$ cat src/hw/rtl/cesd_pkg.sv
// ----------------------------------------------------------------------------
// cesd_pkg: shared types and helpers for the C escape sequence decoder
// Holds the queue entry, status structs, character codes and small decode
// functions used by the front end, the queue, the back end and the top level.
// ----------------------------------------------------------------------------
package cesd_pkg;

  localparam int unsigned QUEUE_DEPTH = 4;

  localparam logic [7:0] CHR_BACKSLASH = 8'h5C;
  localparam logic [7:0] CHR_X         = 8'h78;
  localparam logic [7:0] CHR_ONE       = 8'h31;
  localparam logic [7:0] CHR_SEVEN     = 8'h37;
  localparam logic [7:0] CHR_ZERO      = 8'h30;

  // One decoded result of one input byte: one or two output bytes.
  typedef struct packed {
    logic [7:0] byte0;
    logic [7:0] byte1;
    logic       two;    // byte1 is valid
    logic       last;   // final byte of this entry ends the string
  } entry_t;

  typedef struct packed {
    logic full;
    logic empty;
  } queue_status_t;

  typedef struct packed {
    logic idle;         // decoder sits in normal text mode
  } front_status_t;

  // Simple escapes: returns {hit, value}.
  function automatic logic [8:0] esc_map(input logic [7:0] c);
    logic [8:0] r;
    unique case (c)
      8'h6E:   r = {1'b1, 8'h0A}; // n
      8'h74:   r = {1'b1, 8'h09}; // t
      8'h72:   r = {1'b1, 8'h0D}; // r
      8'h30:   r = {1'b1, 8'h00}; // 0
      8'h61:   r = {1'b1, 8'h07}; // a
      8'h62:   r = {1'b1, 8'h08}; // b
      8'h66:   r = {1'b1, 8'h0C}; // f
      8'h76:   r = {1'b1, 8'h0B}; // v
      8'h5C:   r = {1'b1, 8'h5C}; // backslash
      8'h27:   r = {1'b1, 8'h27}; // single quote
      8'h22:   r = {1'b1, 8'h22}; // double quote
      default: r = 9'h000;
    endcase
    return r;
  endfunction

  // Hex digit: returns {valid, value}.
  function automatic logic [4:0] hex_digit(input logic [7:0] c);
    logic [4:0] r;
    r = 5'h00;
    if (c >= 8'h30 && c <= 8'h39) begin
      r = {1'b1, c[3:0]};
    end else if ((c >= 8'h61 && c <= 8'h66) || (c >= 8'h41 && c <= 8'h46)) begin
      r = {1'b1, c[3:0] + 4'd9};
    end
    return r;
  endfunction

  function automatic logic is_octal(input logic [7:0] c);
    return (c >= CHR_ZERO) && (c <= CHR_SEVEN);
  endfunction

endpackage

$ cat src/hw/rtl/cesd_front.sv
// ----------------------------------------------------------------------------
// cesd_front: byte classifier and escape state machine
// Takes one raw byte per beat, tracks the escape mode and pushes the one or
// two decoded bytes it produces into the queue as one entry.
// ----------------------------------------------------------------------------
module cesd_front (
  input  logic                    clk_i,
  input  logic                    rst_ni,
  input  logic                    accept_i,
  input  logic [7:0]              byte_i,
  input  logic                    last_i,
  output logic                    push_o,
  output cesd_pkg::entry_t        entry_o,
  output cesd_pkg::front_status_t status_o
);

  typedef enum logic [5:0] {
    MODE_NORMAL = 6'b000001,
    MODE_ESC    = 6'b000010,
    MODE_HEX0   = 6'b000100,
    MODE_HEX1   = 6'b001000,
    MODE_OCT1   = 6'b010000,
    MODE_OCT2   = 6'b100000
  } mode_e;

  mode_e      mode_q, mode_d;
  logic [5:0] acc_q, acc_d;

  always_comb begin
    logic [7:0] ob [2];
    logic [1:0] n;
    logic       used;
    logic [8:0] em;
    logic [4:0] hv;

    ob[0]  = 8'h00;
    ob[1]  = 8'h00;
    n      = 2'd0;
    used   = 1'b1;
    mode_d = MODE_NORMAL;
    acc_d  = 6'd0;
    em     = cesd_pkg::esc_map(byte_i);
    hv     = cesd_pkg::hex_digit(byte_i);

    unique case (mode_q)
      MODE_ESC: begin
        if (em[8]) begin
          ob[n[0]] = em[7:0];
          n = n + 2'd1;
        end else if (byte_i == cesd_pkg::CHR_X) begin
          mode_d = MODE_HEX0;
        end else if (byte_i >= cesd_pkg::CHR_ONE && byte_i <= cesd_pkg::CHR_SEVEN) begin
          acc_d  = {3'b000, byte_i[2:0]};
          mode_d = MODE_OCT1;
        end else begin
          // unknown escape: keep the backslash and the byte
          ob[0] = cesd_pkg::CHR_BACKSLASH;
          ob[1] = byte_i;
          n = 2'd2;
        end
      end
      MODE_HEX0: begin
        if (hv[4]) begin
          acc_d  = {2'b00, hv[3:0]};
          mode_d = MODE_HEX1;
        end else begin
          ob[n[0]] = 8'h00;
          n = n + 2'd1;
          used = 1'b0;
        end
      end
      MODE_HEX1: begin
        if (hv[4]) begin
          ob[n[0]] = {acc_q[3:0], hv[3:0]};
        end else begin
          ob[n[0]] = {2'b00, acc_q};
          used = 1'b0;
        end
        n = n + 2'd1;
      end
      MODE_OCT1: begin
        if (cesd_pkg::is_octal(byte_i)) begin
          acc_d  = {acc_q[2:0], byte_i[2:0]};
          mode_d = MODE_OCT2;
        end else begin
          ob[n[0]] = {2'b00, acc_q};
          n = n + 2'd1;
          used = 1'b0;
        end
      end
      MODE_OCT2: begin
        if (cesd_pkg::is_octal(byte_i)) begin
          ob[n[0]] = {acc_q[4:0], byte_i[2:0]};
        end else begin
          ob[n[0]] = {2'b00, acc_q};
          used = 1'b0;
        end
        n = n + 2'd1;
      end
      default: begin
        used = 1'b0;
      end
    endcase

    // byte not consumed by an escape: treat as ordinary text
    if (!used) begin
      if (byte_i == cesd_pkg::CHR_BACKSLASH) begin
        mode_d = MODE_ESC;
      end else begin
        ob[n[0]] = byte_i;
        n = n + 2'd1;
      end
    end

    // end of string: flush whatever escape is still open
    if (last_i) begin
      unique case (mode_d)
        MODE_ESC: begin
          ob[n[0]] = cesd_pkg::CHR_BACKSLASH;
          n = n + 2'd1;
        end
        MODE_HEX0: begin
          ob[n[0]] = 8'h00;
          n = n + 2'd1;
        end
        MODE_HEX1, MODE_OCT1, MODE_OCT2: begin
          ob[n[0]] = {2'b00, acc_d};
          n = n + 2'd1;
        end
        default: begin
        end
      endcase
      mode_d = MODE_NORMAL;
      acc_d  = 6'd0;
    end

    entry_o.byte0 = ob[0];
    entry_o.byte1 = ob[1];
    entry_o.two   = n[1];
    entry_o.last  = last_i;
    push_o        = accept_i && (n != 2'd0);
  end

  always_ff @(posedge clk_i or negedge rst_ni) begin
    if (!rst_ni) begin
      mode_q <= MODE_NORMAL;
      acc_q  <= 6'd0;
    end else if (accept_i) begin
      mode_q <= mode_d;
      acc_q  <= acc_d;
    end
  end

  assign status_o.idle = (mode_q == MODE_NORMAL);

endmodule

$ cat src/hw/rtl/cesd_queue.sv
// ----------------------------------------------------------------------------
// cesd_queue: short entry queue between front and back end
// Circular buffer of decoded entries; full and empty come from a registered
// fill count.
// ----------------------------------------------------------------------------
module cesd_queue #(
  parameter int unsigned Depth = cesd_pkg::QUEUE_DEPTH
) (
  input  logic                    clk_i,
  input  logic                    rst_ni,
  input  logic                    push_i,
  input  cesd_pkg::entry_t        entry_i,
  input  logic                    pop_i,
  output cesd_pkg::entry_t        head_o,
  output cesd_pkg::queue_status_t status_o
);

  localparam int unsigned PtrW = (Depth > 1) ? $clog2(Depth) : 1;
  localparam int unsigned CntW = $clog2(Depth + 1);

  cesd_pkg::entry_t mem_q [Depth];
  logic [PtrW-1:0]  wr_ptr_q, wr_ptr_d;
  logic [PtrW-1:0]  rd_ptr_q, rd_ptr_d;
  logic [CntW-1:0]  cnt_q, cnt_d;

  always_comb begin
    wr_ptr_d = wr_ptr_q;
    rd_ptr_d = rd_ptr_q;
    cnt_d    = cnt_q;
    if (push_i) begin
      wr_ptr_d = (wr_ptr_q == PtrW'(Depth - 1)) ? '0 : wr_ptr_q + 1'b1;
    end
    if (pop_i) begin
      rd_ptr_d = (rd_ptr_q == PtrW'(Depth - 1)) ? '0 : rd_ptr_q + 1'b1;
    end
    if (push_i && !pop_i) begin
      cnt_d = cnt_q + 1'b1;
    end else if (pop_i && !push_i) begin
      cnt_d = cnt_q - 1'b1;
    end
  end

  always_ff @(posedge clk_i or negedge rst_ni) begin
    if (!rst_ni) begin
      wr_ptr_q <= '0;
      rd_ptr_q <= '0;
      cnt_q    <= '0;
    end else begin
      wr_ptr_q <= wr_ptr_d;
      rd_ptr_q <= rd_ptr_d;
      cnt_q    <= cnt_d;
    end
  end

  always_ff @(posedge clk_i) begin
    if (push_i) begin
      mem_q[wr_ptr_q] <= entry_i;
    end
  end

  assign head_o         = mem_q[rd_ptr_q];
  assign status_o.full  = (cnt_q == CntW'(Depth));
  assign status_o.empty = (cnt_q == '0);

endmodule

$ cat src/hw/rtl/cesd_back.sv
// ----------------------------------------------------------------------------
// cesd_back: output serializer
// Pops queue entries and drives them out one byte per beat through an output
// register, holding the second byte of a two-byte entry in a spare stage.
// ----------------------------------------------------------------------------
module cesd_back (
  input  logic                    clk_i,
  input  logic                    rst_ni,
  input  cesd_pkg::entry_t        head_i,
  input  cesd_pkg::queue_status_t qstat_i,
  output logic                    pop_o,
  output logic                    valid_o,
  input  logic                    ready_i,
  output logic [7:0]              byte_o,
  output logic                    last_o
);

  logic       valid_q, valid_d;
  logic [7:0] byte_q, byte_d;
  logic       last_q, last_d;
  logic       pend_q, pend_d;
  logic [7:0] pend_byte_q, pend_byte_d;
  logic       pend_last_q, pend_last_d;
  logic       load;

  assign load = !valid_q || ready_i;

  always_comb begin
    valid_d     = valid_q;
    byte_d      = byte_q;
    last_d      = last_q;
    pend_d      = pend_q;
    pend_byte_d = pend_byte_q;
    pend_last_d = pend_last_q;
    pop_o       = 1'b0;
    if (load) begin
      priority if (pend_q) begin
        valid_d = 1'b1;
        byte_d  = pend_byte_q;
        last_d  = pend_last_q;
        pend_d  = 1'b0;
      end else if (!qstat_i.empty) begin
        pop_o       = 1'b1;
        valid_d     = 1'b1;
        byte_d      = head_i.byte0;
        last_d      = head_i.last && !head_i.two;
        pend_d      = head_i.two;
        pend_byte_d = head_i.byte1;
        pend_last_d = head_i.last;
      end else begin
        valid_d = 1'b0;
      end
    end
  end

  always_ff @(posedge clk_i or negedge rst_ni) begin
    if (!rst_ni) begin
      valid_q <= 1'b0;
      pend_q  <= 1'b0;
    end else begin
      valid_q <= valid_d;
      pend_q  <= pend_d;
    end
  end

  always_ff @(posedge clk_i) begin
    byte_q      <= byte_d;
    last_q      <= last_d;
    pend_byte_q <= pend_byte_d;
    pend_last_q <= pend_last_d;
  end

  assign valid_o = valid_q;
  assign byte_o  = byte_q;
  assign last_o  = last_q;

endmodule

$ cat src/hw/rtl/c_escape_sequence_decoder_core.sv
// ----------------------------------------------------------------------------
// c_escape_sequence_decoder_core: streaming C string unescaper
// Path: a decoded byte passes the queue entry and then the output register before it shows on m_axis.
// Throughput: one input beat per cycle while the queue has room; a two-byte result goes out as two
// output bytes, so the QueueDepth-entry queue between front and back end fills.
// Reset: asynchronous, active low; returns to normal text mode, empty queue.
// ----------------------------------------------------------------------------
module c_escape_sequence_decoder_core #(
  parameter int unsigned QueueDepth = cesd_pkg::QUEUE_DEPTH
) (
  input  logic       clk_i,
  input  logic       rst_ni,
  // raw input stream
  input  logic       s_axis_tvalid,
  output logic       s_axis_tready,
  input  logic [7:0] s_axis_tdata,   // [7:0] in_byte
  input  logic       s_axis_tlast,   // in_last
  // decoded output stream
  output logic       m_axis_tvalid,
  input  logic       m_axis_tready,
  output logic [7:0] m_axis_tdata,   // [7:0] out_byte
  output logic       m_axis_tlast    // out_last
);

  logic                    in_accept;
  logic                    push;
  logic                    pop;
  cesd_pkg::entry_t        push_entry;
  cesd_pkg::entry_t        head_entry;
  cesd_pkg::queue_status_t qstat;
  cesd_pkg::front_status_t fstat;

  // Take a beat whenever the queue has room; the front end never stalls
  // otherwise, and bytes that decode to nothing (escape starts) still count.
  assign s_axis_tready = !qstat.full;
  assign in_accept     = s_axis_tvalid && s_axis_tready;

  // Front end: classify the byte, advance the escape mode, build the entry.
  cesd_front u_front (
    .clk_i    (clk_i),
    .rst_ni   (rst_ni),
    .accept_i (in_accept),
    .byte_i   (s_axis_tdata),
    .last_i   (s_axis_tlast),
    .push_o   (push),
    .entry_o  (push_entry),
    .status_o (fstat)
  );

  // Decouple decoding from the output side so each can stall on its own.
  cesd_queue #(
    .Depth (QueueDepth)
  ) u_queue (
    .clk_i    (clk_i),
    .rst_ni   (rst_ni),
    .push_i   (push),
    .entry_i  (push_entry),
    .pop_i    (pop),
    .head_o   (head_entry),
    .status_o (qstat)
  );

  // Back end: serialize each entry onto the output stream, one beat per byte.
  cesd_back u_back (
    .clk_i   (clk_i),
    .rst_ni  (rst_ni),
    .head_i  (head_entry),
    .qstat_i (qstat),
    .pop_o   (pop),
    .valid_o (m_axis_tvalid),
    .ready_i (m_axis_tready),
    .byte_o  (m_axis_tdata),
    .last_o  (m_axis_tlast)
  );

  // End of string always produces at least one output byte.
  a_last_pushes: assert property (@(posedge clk_i) disable iff (!rst_ni)
    (in_accept && s_axis_tlast) |-> push)
    else $error("string end produced no entry");

  // The escape state is cleared after the final beat of a string.
  a_last_idles: assert property (@(posedge clk_i) disable iff (!rst_ni)
    (in_accept && s_axis_tlast) |=> fstat.idle)
    else $error("decoder not idle after string end");

  // A queued entry reaches an idle output register in the next cycle.
  a_drain: assert property (@(posedge clk_i) disable iff (!rst_ni)
    (!qstat.empty && !m_axis_tvalid) |=> m_axis_tvalid)
    else $error("output stalled with entries queued");

endmodule
$ cat config.mk
export PLATFORM = sky130hd
export DESIGN_NAME = c_escape_sequence_decoder_core
export DESIGN_NICKNAME = d
export VERILOG_FILES = /design/src/hw/rtl/cesd_pkg.sv /design/src/hw/rtl/cesd_front.sv /design/src/hw/rtl/cesd_queue.sv /design/src/hw/rtl/cesd_back.sv /design/src/hw/rtl/c_escape_sequence_decoder_core.sv
export SDC_FILE = /design/constraint.sdc
export NUM_CORES = 1
export LEC_CHECK = 0
export BUFFER_PORTS_ARGS = -buffer_cell sky130_fd_sc_hd__buf_2
export CORE_UTILIZATION = 66
export CTS_CLUSTER_SIZE = 8
export DETAILED_ROUTE_END_ITERATION = 10
export PLACE_DENSITY = 0.91
export SLEW_MARGIN = 20
export SYNTH_ARGS = -nofsm -noshare
export SYNTH_HDL_FRONTEND = slang
export SYNTH_SLANG_ARGS = --single-unit
$ cat constraint.sdc
create_clock -name clk_i -period 8.1 [get_ports clk_i]
set_input_delay 0.405 -clock clk_i [delete_from_list [all_inputs] [get_ports clk_i]]
set_output_delay 0.405 -clock clk_i [all_outputs]
set_load 0.02 [all_outputs]
==> impl_summary.md, run 1 <==
Run status
The flow ran to the end, and the final reports show no timing, DRC or antenna violations.

Detailed routing
The routed length on met2 is a little over 6000 um. The pre-antenna-repair detailed-routing pass consisted of 5 iterations. The final layout contains routed wiring with a total length of 12200 um. After detailed routing, the number of vias per cell comes to just under 7. The via count is between 3000 and 4000. The sum of met3 wire segment lengths after detailed routing is about 870 um. The uppermost layer routed is met4. The first routing iteration left 365 violations.

The remaining routing DRC violations is 0. The average wire length per cell after detail routing is about 22 um. In the final routing, the length of wire on met1 measures between 4000 and 5000 um. In this run the remaining antenna-violating nets after routing total 0.

Global routing
The number of global-route vias before repair came to 3600. The maximum number of pins on one net before global-route repair is 23. The initial antenna violation count is 0.

The total routing usage reported by global routing is between 20% and 30%. The first-pass GRT wire length is 19000 um. Summed over all layers, the global routing overflow is 0.

Logic synthesis
In this run, synthesis inferred 90 flip-flops with an integrated enable. The synthesized netlist cell count is roughly 420. Synthesis produced a netlist with a net count of 442. The mapped netlist covers roughly 0.0056 mm^2. The register area share after synthesis is between 50% and 60%.

Counting flops and latches in the post-synthesis netlist gives roughly 110. The dominant register cell in the synthesized netlist is sky130_fd_sc_hd__edfxtp_1. The fraction of synthesis flops using an asynchronous set or reset pin is about a fifth.

In this run, distinct cell masters in the synthesized netlist total 76. The Yosys warning count is 0. Each instance of the synthesized netlist takes up on average about 13 um^2.

Placed design
The count of input and output buffers is 23. The HPWL after detailed placement is 8580 um. The number of instances in the placed design is ~530. At the end of routability-driven placement, the weighted congestion stood at a little under 1.

Cells and area
From synthesis to final layout, the design area changed by 7.12%. Counting the fill cells in the layout gives just over 500. The count of nets after finishing is 459. The count of placed standard cells in the final layout, fillers left out is about 540. The ratio of cells with drive above 1 in the final layout is ~22%. The sequential cells in the finished layout cover a total of ~0.0032 mm^2. The multi-input combinational cells in the finished layout cover a total of around 0.0022 mm^2. The number of diodes added for antenna fixing is 0.

Worst setup path
The critical path arrival is about 4000 ps. The maximum single-stage delay on the critical path is ~560 ps. The worst setup path is launched from an input port. Along the worst path, the maximum fanout reaches 9. By startpoint and endpoint, the worst setup path is classified as input port to register. The element type at the critical path end is a register. The critical path's slowest cell is sky130_fd_sc_hd__nor4b_1. Walking the worst path, the cells encountered are buf_2, inv_1, ha_1, nor4b_1, nor3_1, o31ai_2, a31oi_4, a211o_2, o31ai_4, ha_1, inv_1, fa_1, xor2_1, nor2_1, xor2_1. Data on the critical path is required at its endpoint by roughly 8400 ps.

Die
The area inside the core boundary is a little over 0.008 mm^2. The width of the die is roughly 94 um. The initial utilization of the core area, before any placement, comes to between 60 and 70%.

The area of the die is roughly 0.0088 mm^2. The die height is 93.9 um. Pin placement for this block handled 24 I/O pins. The initialized floorplan defines 33 standard-cell rows.

Clock tree
The number of gates resized after CTS was 0. The clock passes through at most 2 buffers. TritonCTS created 9 clock buffers. The clock sink count is 111. The CTS tree is done. The clock-pin transition on the worst setup and hold timing paths is around 110 ps. The clock root buffer is sky130_fd_sc_hd__clkbuf_8. At the later pin of the worst-skew pair, clock insertion delay measures 370 ps. The H-tree depth is 3.

Flow run
The number of max-capacitance violations reported is 0.

Timing
The measured slew at the worst slew-check pin is 977 ps. The worst hold margin is roughly 370 ps. The number of endpoints with negative hold slack in the final report is 0. The worst pin sits at a relative slew slack of approximately 35%.

The routed design could run at a clock period as short as roughly 3700 ps. Setup repair after global routing left no endpoint under its margin. The final sum of negative setup slack is 0 ps. The fmax is 269 MHz. The total count of max-transition violations in the final report is 0. Setup violations remaining at the end of the flow were counted as 0. The portion of the clock cycle consumed by the worst path in the final layout is a little under half.

The final setup skew is about 12 ps.

Power
The largest vdd supply drop is 135 uV. The leakage power total is around 0.0022 uW. In this run the power density over the cells is between 200 and 300 mW/mm^2.

Min path
The class of the tightest hold or removal check is input port to register.
[synthesized netlist by cell type (all sizes together) (4+ instances only)]
| cell type | n | area, um^2 |
|---|---|---|
| and3 | 5 | 32.5 |
| o31ai | 7 | 71.3 |
| and2 | 13 | 86.3 |
| a211o | 4 | 36.3 |
| a211oi | 4 | 30.0 |
| o21ai | 11 | 55.1 |
| or4 | 4 | 31.3 |
| nand2 | 37 | 139 |
| nor4 | 6 | 43.8 |
| a31oi | 7 | 65.1 |
| edfxtp | 90 | 2700 |
| clkbuf | 11 | 41.3 |
| mux2 | 14 | 165 |
| xor2 | 4 | 35.0 |
| a21oi | 8 | 43.8 |
| nand2b | 12 | 75.1 |
| a221oi | 4 | 35.0 |
| inv | 9 | 33.8 |
| a22o | 8 | 71.3 |
| mux4 | 18 | 405 |
| o211ai | 4 | 30.0 |
| nor2 | 25 | 93.8 |
| dfrtp | 20 | 500 |
| ha | 11 | 138 |
| nor3 | 12 | 60.1 |
| buf | 10 | 46.3 |
| nand3 | 9 | 50.1 |
| a21o | 6 | 45.0 |
[critical path, delay by kind of cell]
| kind | cells | cell delay (ps) |
|---|---|---|
| XOR/XNOR | 2 | 350 |
| adder cells (fa/ha/maj) | 3 | 970 |
| AO/OA/AOI/OAI | 4 | 1020 |
| AND/OR/NAND/NOR | 3 | 890 |
| buffers and inverters | 3 | 360 |
[power by group]
| group | switching [uW] | internal (uW) |
|---|---|---|
| logic | 260 | 226 |
| clock network | 192 | 149 |
| registers | 85.6 | 793 |
[final timing paths]
path                                    from                end  slack (ps)  cells past startpoint
min in group asynchronous             rst_ni      u_back.pend_q         560                      2
hold reg to reg            u_front.mode_q[0]  u_front.mode_q[0]         530                      2
hold / removal                 m_axis_tready     u_back.valid_o         370                      3
setup reg to reg           u_front.mode_q[1]   u_queue.cnt_q[2]        4440                     11
max in group asynchronous             rst_ni  u_front.mode_q[0]        7180                      2
setup / recovery             s_axis_tdata[1]   u_queue.cnt_q[2]        4380                     15
[placed cells by master (no fill, tap or decap), types with 3 or more instances in the layout]
cell type,n
sky130_fd_sc_hd__edfxtp_1,90
sky130_fd_sc_hd__nand2_1,37
sky130_fd_sc_hd__nor2_1,25
sky130_fd_sc_hd__buf_2,23
sky130_fd_sc_hd__dfrtp_1,20
sky130_fd_sc_hd__mux4_2,18
sky130_fd_sc_hd__mux2_2,12
sky130_fd_sc_hd__nand2b_1,12
sky130_fd_sc_hd__nor3_1,12
sky130_fd_sc_hd__o21ai_0,11
sky130_fd_sc_hd__ha_1,11
sky130_fd_sc_hd__inv_1,9
sky130_fd_sc_hd__and2_1,9
sky130_fd_sc_hd__clkbuf_8,9
sky130_fd_sc_hd__nand3_1,8
sky130_fd_sc_hd__a21oi_1,7
sky130_fd_sc_hd__a22o_1,7
sky130_fd_sc_hd__a21o_1,6
sky130_fd_sc_hd__a31oi_1,5
sky130_fd_sc_hd__nor4_1,5
sky130_fd_sc_hd__o31ai_1,5
sky130_fd_sc_hd__and3_1,4
sky130_fd_sc_hd__a211oi_1,4
sky130_fd_sc_hd__o211ai_1,4
sky130_fd_sc_hd__a221oi_1,4
sky130_fd_sc_hd__xor2_1,4
sky130_fd_sc_hd__and2_2,4
sky130_fd_sc_hd__or4_1,3
sky130_fd_sc_hd__a211o_1,3
sky130_fd_sc_hd__buf_4,3
[repair_timing]
action / CTS / global route
hold buffers: 1 / 0
hold endpoints to repair: 20 / 0
setup buffers: 0 / 0
[flip-flops by register name, indices dropped and copies added (netlist names), 2 cells and up]
name and cells:
u_back.byte_o 8, u_back.pend_byte_q 8, u_front.acc_q 6, u_front.mode_q 6, u_queue.cnt_q 3, u_queue.mem_q 72, u_queue.rd_ptr_q 2, u_queue.wr_ptr_q 2
[logic make-up after synthesis]
group | after synthesis | synth area share [%]
AND/OR/NAND/NOR | 141 | 13.7
flip-flops | 111 | 58.0
AO/OA/AOI/OAI | 83 | 11.7
multiplexers | 34 | 10.6
buffers and inverters | 30 | 2.18
adder cells (fa/ha/maj) | 12 | 2.83
XOR/XNOR | 6 | 0.944
[stage by stage]
step | instance area [um^2] | utilization (%) | power [uW] | setup WS, ps
4_1_cts | 5970 | 73.0 | 1710 | 4430
3_5_place_dp | 5750 | 70.3 | 1380 | 4070
6_report | 5970 | 73.0 | 1710 | 4380
3_3_place_gp | 5750 | 70.3 | 1330 | 4270
5_1_grt | 5970 | 73.0 | 1780 | 4190
2_1_floorplan | 5570 | - | 1230 | 4650
[layer usage]
metal	track usage, %	up-vias
met5	0	-
met4	12.7	0
li1	-	1649
met1	38.5	1810
met2	50.4	217
met3	4.45	43
[area by class of cell]
type | instances | share of cell area (%)
sequential | 111 | 54.1
multi-input combinational | 276 | 37.2
timing repair buffer | 27 | 2.47
tap | 105 | 2.20
clock buffer | 10 | 2.14
clock inverter | 6 | 1.30
inverter | 9 | 0.566
Power figures use the tool's default switching activity.
==> inputs of run 2 (changes only) <==
Settings changed: CORE_UTILIZATION 66 to 56, PLACE_DENSITY 0.91 to 0.82.
Clock period 8.1 ns to 3 ns, I/O delays scaled along.
==> impl_summary.md, run 2 (same netlist as run 1, synthesis figures left out) <==
Run status
The run finished with clean final reports.

Clock tree
The longest clock path from root to sink contains 2 buffers. The clock tree synthesis step divided the H-tree into 3 levels. The clock root buffer is sky130_fd_sc_hd__clkbuf_8.

After clock tree synthesis, the clock-pin slew on the worst setup and hold paths is 110 ps. The clock net in this run drives a total of approximately 110 sinks. The number of clock buffers added by TritonCTS is 9. The clock reaches the later pin of the worst-skew pair after 370 ps. The CTS tree is done.

Timing
Setup repair after global routing could not meet its margin everywhere. The number of endpoints with negative hold slack in the final report is 0. The worst hold margin is 116 ps. Clock skew on the completed layout was measured at about 15 ps. Of the available clock period, the critical path in the final layout requires roughly 97%. The smallest clock period supported by the final layout is computed as roughly 2900 ps. The final sum of negative setup slack is 0 ps. The number of setup violations in the final report is 0. Headroom to the max-slew limit came out at 45.4%. The total count of max-transition violations in the final report was 0.

The fmax is ~340 MHz. The measured slew at the worst slew-check pin is approximately 800 ps.

Detailed routing
The violation count after the first detailed-routing iteration is around 440. The total iterations of the first detailed-routing run is 5. In this run the remaining antenna-violating nets after routing total 0. The remaining routing DRC violations is 0. The via count is roughly 3800.

After detailed routing, the average wire length per cell comes to ~20 um. In the routed layout, each cell is associated on average with a via count of approximately 6.1. The sum of routed wire length over all layers is 12300 um.

Global routing
The global-route congestion overflow total is 0. The total routing usage reported by global routing is 25.9%. Entering global routing, the biggest net connects 22 pins. The first global-routing pass estimated roughly 20000 um of wire. The number of global-route vias before repair is 3794. The initial antenna violation count is 0.

Worst setup path
At the worst endpoint, the required time is 3300 ps. Of all nets on the critical path, the largest fanout is 3. Traced cell by cell, the critical path runs through or4_4, or3_4, a31oi_4, a21oi_4, o31ai_4, ha_2, inv_2, fa_2, xor2_1, nor2_1, xor2_1. The worst register-to-register path ends at u_queue.cnt_q[2]. The critical path arrival is between 3000 and 4000 ps. The critical path's most frequent cell is sky130_fd_sc_hd__xor2_1. The maximum single-stage delay on the critical path is 530 ps. The element type at the critical path end is a register. For the worst flop-to-flop path, the logic depth is 11. The beginning of the worst register-to-register path is u_front.mode_q[0]. Among cell families on the critical path, the largest total delay comes from simple AND/OR/NAND/NOR gates. For this design, the slowest cell found on the critical path is sky130_fd_sc_hd__or4_4. The buffer and inverter count on the worst path is 1. The type of element launching the critical path is a register.

Across all register-to-register paths, the minimum setup slack is between 70 and 80 ps. By startpoint and endpoint, the worst setup path is classified as register to register.

Cells and area
The register with the most flip-flops in the layout has 72 of them. Relative to the synthesized area, the layout overhead comes to 16.7%. Leaving out fill and tap cells, the most frequent cells in the layout are 90 x sky130_fd_sc_hd__edfxtp_1, 51 x sky130_fd_sc_hd__buf_4, 37 x sky130_fd_sc_hd__nand2_1. The count of nets after finishing is ~510.

Summing all non-filler instances in the final layout gives an area of roughly 0.0065 mm^2. The library cell used most frequently in the layout, excluding fill and tap cells, is sky130_fd_sc_hd__edfxtp_1. The register with the highest flop count is u_queue.mem_q. Once layout is complete, the utilization of the core stands at 67.1%.

The number of antenna diodes in the final layout is 0. The post-route netlist has about a third of its cells at a drive strength greater than 1.

Placed design
The congestion estimate from routability-driven global placement came to slightly below 1. In this run the cell area measured after placement is between 0.006 and 0.007 mm^2. In this run the tool buffered the top-level ports with 23 buffer cells.

The half-perimeter wire length after placement is 8740 um.

Die
The die height is roughly 100 um. The starting density of the core is a little under three fifths. The I/O pin count is 24. The width of the die is around 100 um. The area inside the core boundary is around 0.0097 mm^2.

The floorplan step defined a die boundary enclosing approximately 0.010 mm^2. The number of placement rows is 36.

Power
The total chip power is roughly 4700 uW. For this design the ratio of total power to cell area is roughly 730 mW/mm^2. The leakage power total is between 0.002 and 0.0025 uW. In this run, the combinational gates consume around 32% of the power. The net switching power figure is roughly 1400 uW.

The net switching fraction of the power is 30.3%. The internal power of the cells totals 3290 uW. Per report_power, the clock group accounts for 19.4% of the total. The relative contribution of sequential cells to total power is roughly half. The largest vdd supply drop is slightly above 400 uV.

Min path
The worst hold path terminates at u_back.valid_o. The critical hold path startpoint is m_axis_tready. The hold path depth is 3. The tightest min-delay check is of the input port to register type.

Flow run
The number of max-capacitance violations reported is 0.
==> run 2: final cells by class <==
cell class	instances	area (um^2)
multi-input cells	276	2270
repair buffers	79	588
clock buffers	11	141
clock inverters	5	65.1
flip-flops and latches	111	3230
well taps	133	166
inverters	9	33.8
fillers	693	3190
==> run 2: power groups by stage <==
stage               registers [uW]  clock network (uW)  logic (uW)
CTS                           2300                 925        1510
floorplan                     2370                   0         957
global placement              2310                   0        1420
global route                  2340                 982        1640
detailed placement            2340                   0        1480
finish                        2300                 916        1510
==> run 2: layer usage <==
layer | part of all wire (%) | global-route usage, %
met4 | 2.6 | 12.2
met5 | 0 | 0
met2 | 51 | 43.7
met3 | 4.8 | 3.11
met1 | 41 | 33.7
==> run 2: what timing repair did <==
item	CTS	global route
endpoints found under the setup margin	2	10
hold buffers	1	0
resized for setup	1	7
pin swaps	2	3
buffers inserted	2	3
endpoints found under the hold margin	20	0
==> run 2: worst max-delay path by stage <==
stage                                  from                to  slack (ps)  depth (start not counted)
after global routing      u_front.mode_q[1]  u_queue.cnt_q[2]         -70                         11
after CTS                 u_front.mode_q[3]  u_queue.cnt_q[2]          20                         13
final                     u_front.mode_q[0]  u_queue.cnt_q[2]          80                         11
after global placement      s_axis_tdata[0]  u_queue.cnt_q[2]         -20                         15
after detailed placement    s_axis_tdata[0]  u_queue.cnt_q[2]         -50                         15
after floorplan           u_front.mode_q[1]  u_queue.cnt_q[2]        -200                         12
==> run 2: through the flow <==
step / cells / worst slack (ps)
detailed placement: 602 / -45.0
finish: 624 / 76.6
CTS: 621 / 16.4
global placement: 602 / -16.4
global route: 624 / -74.2
floorplan: 417 / -200
==> run 2: tightest hold or removal path: stages <==
cell and delay, ps:
sky130_fd_sc_hd__buf_2 70, sky130_fd_sc_hd__nor2b_1 70, sky130_fd_sc_hd__nand2b_1 160
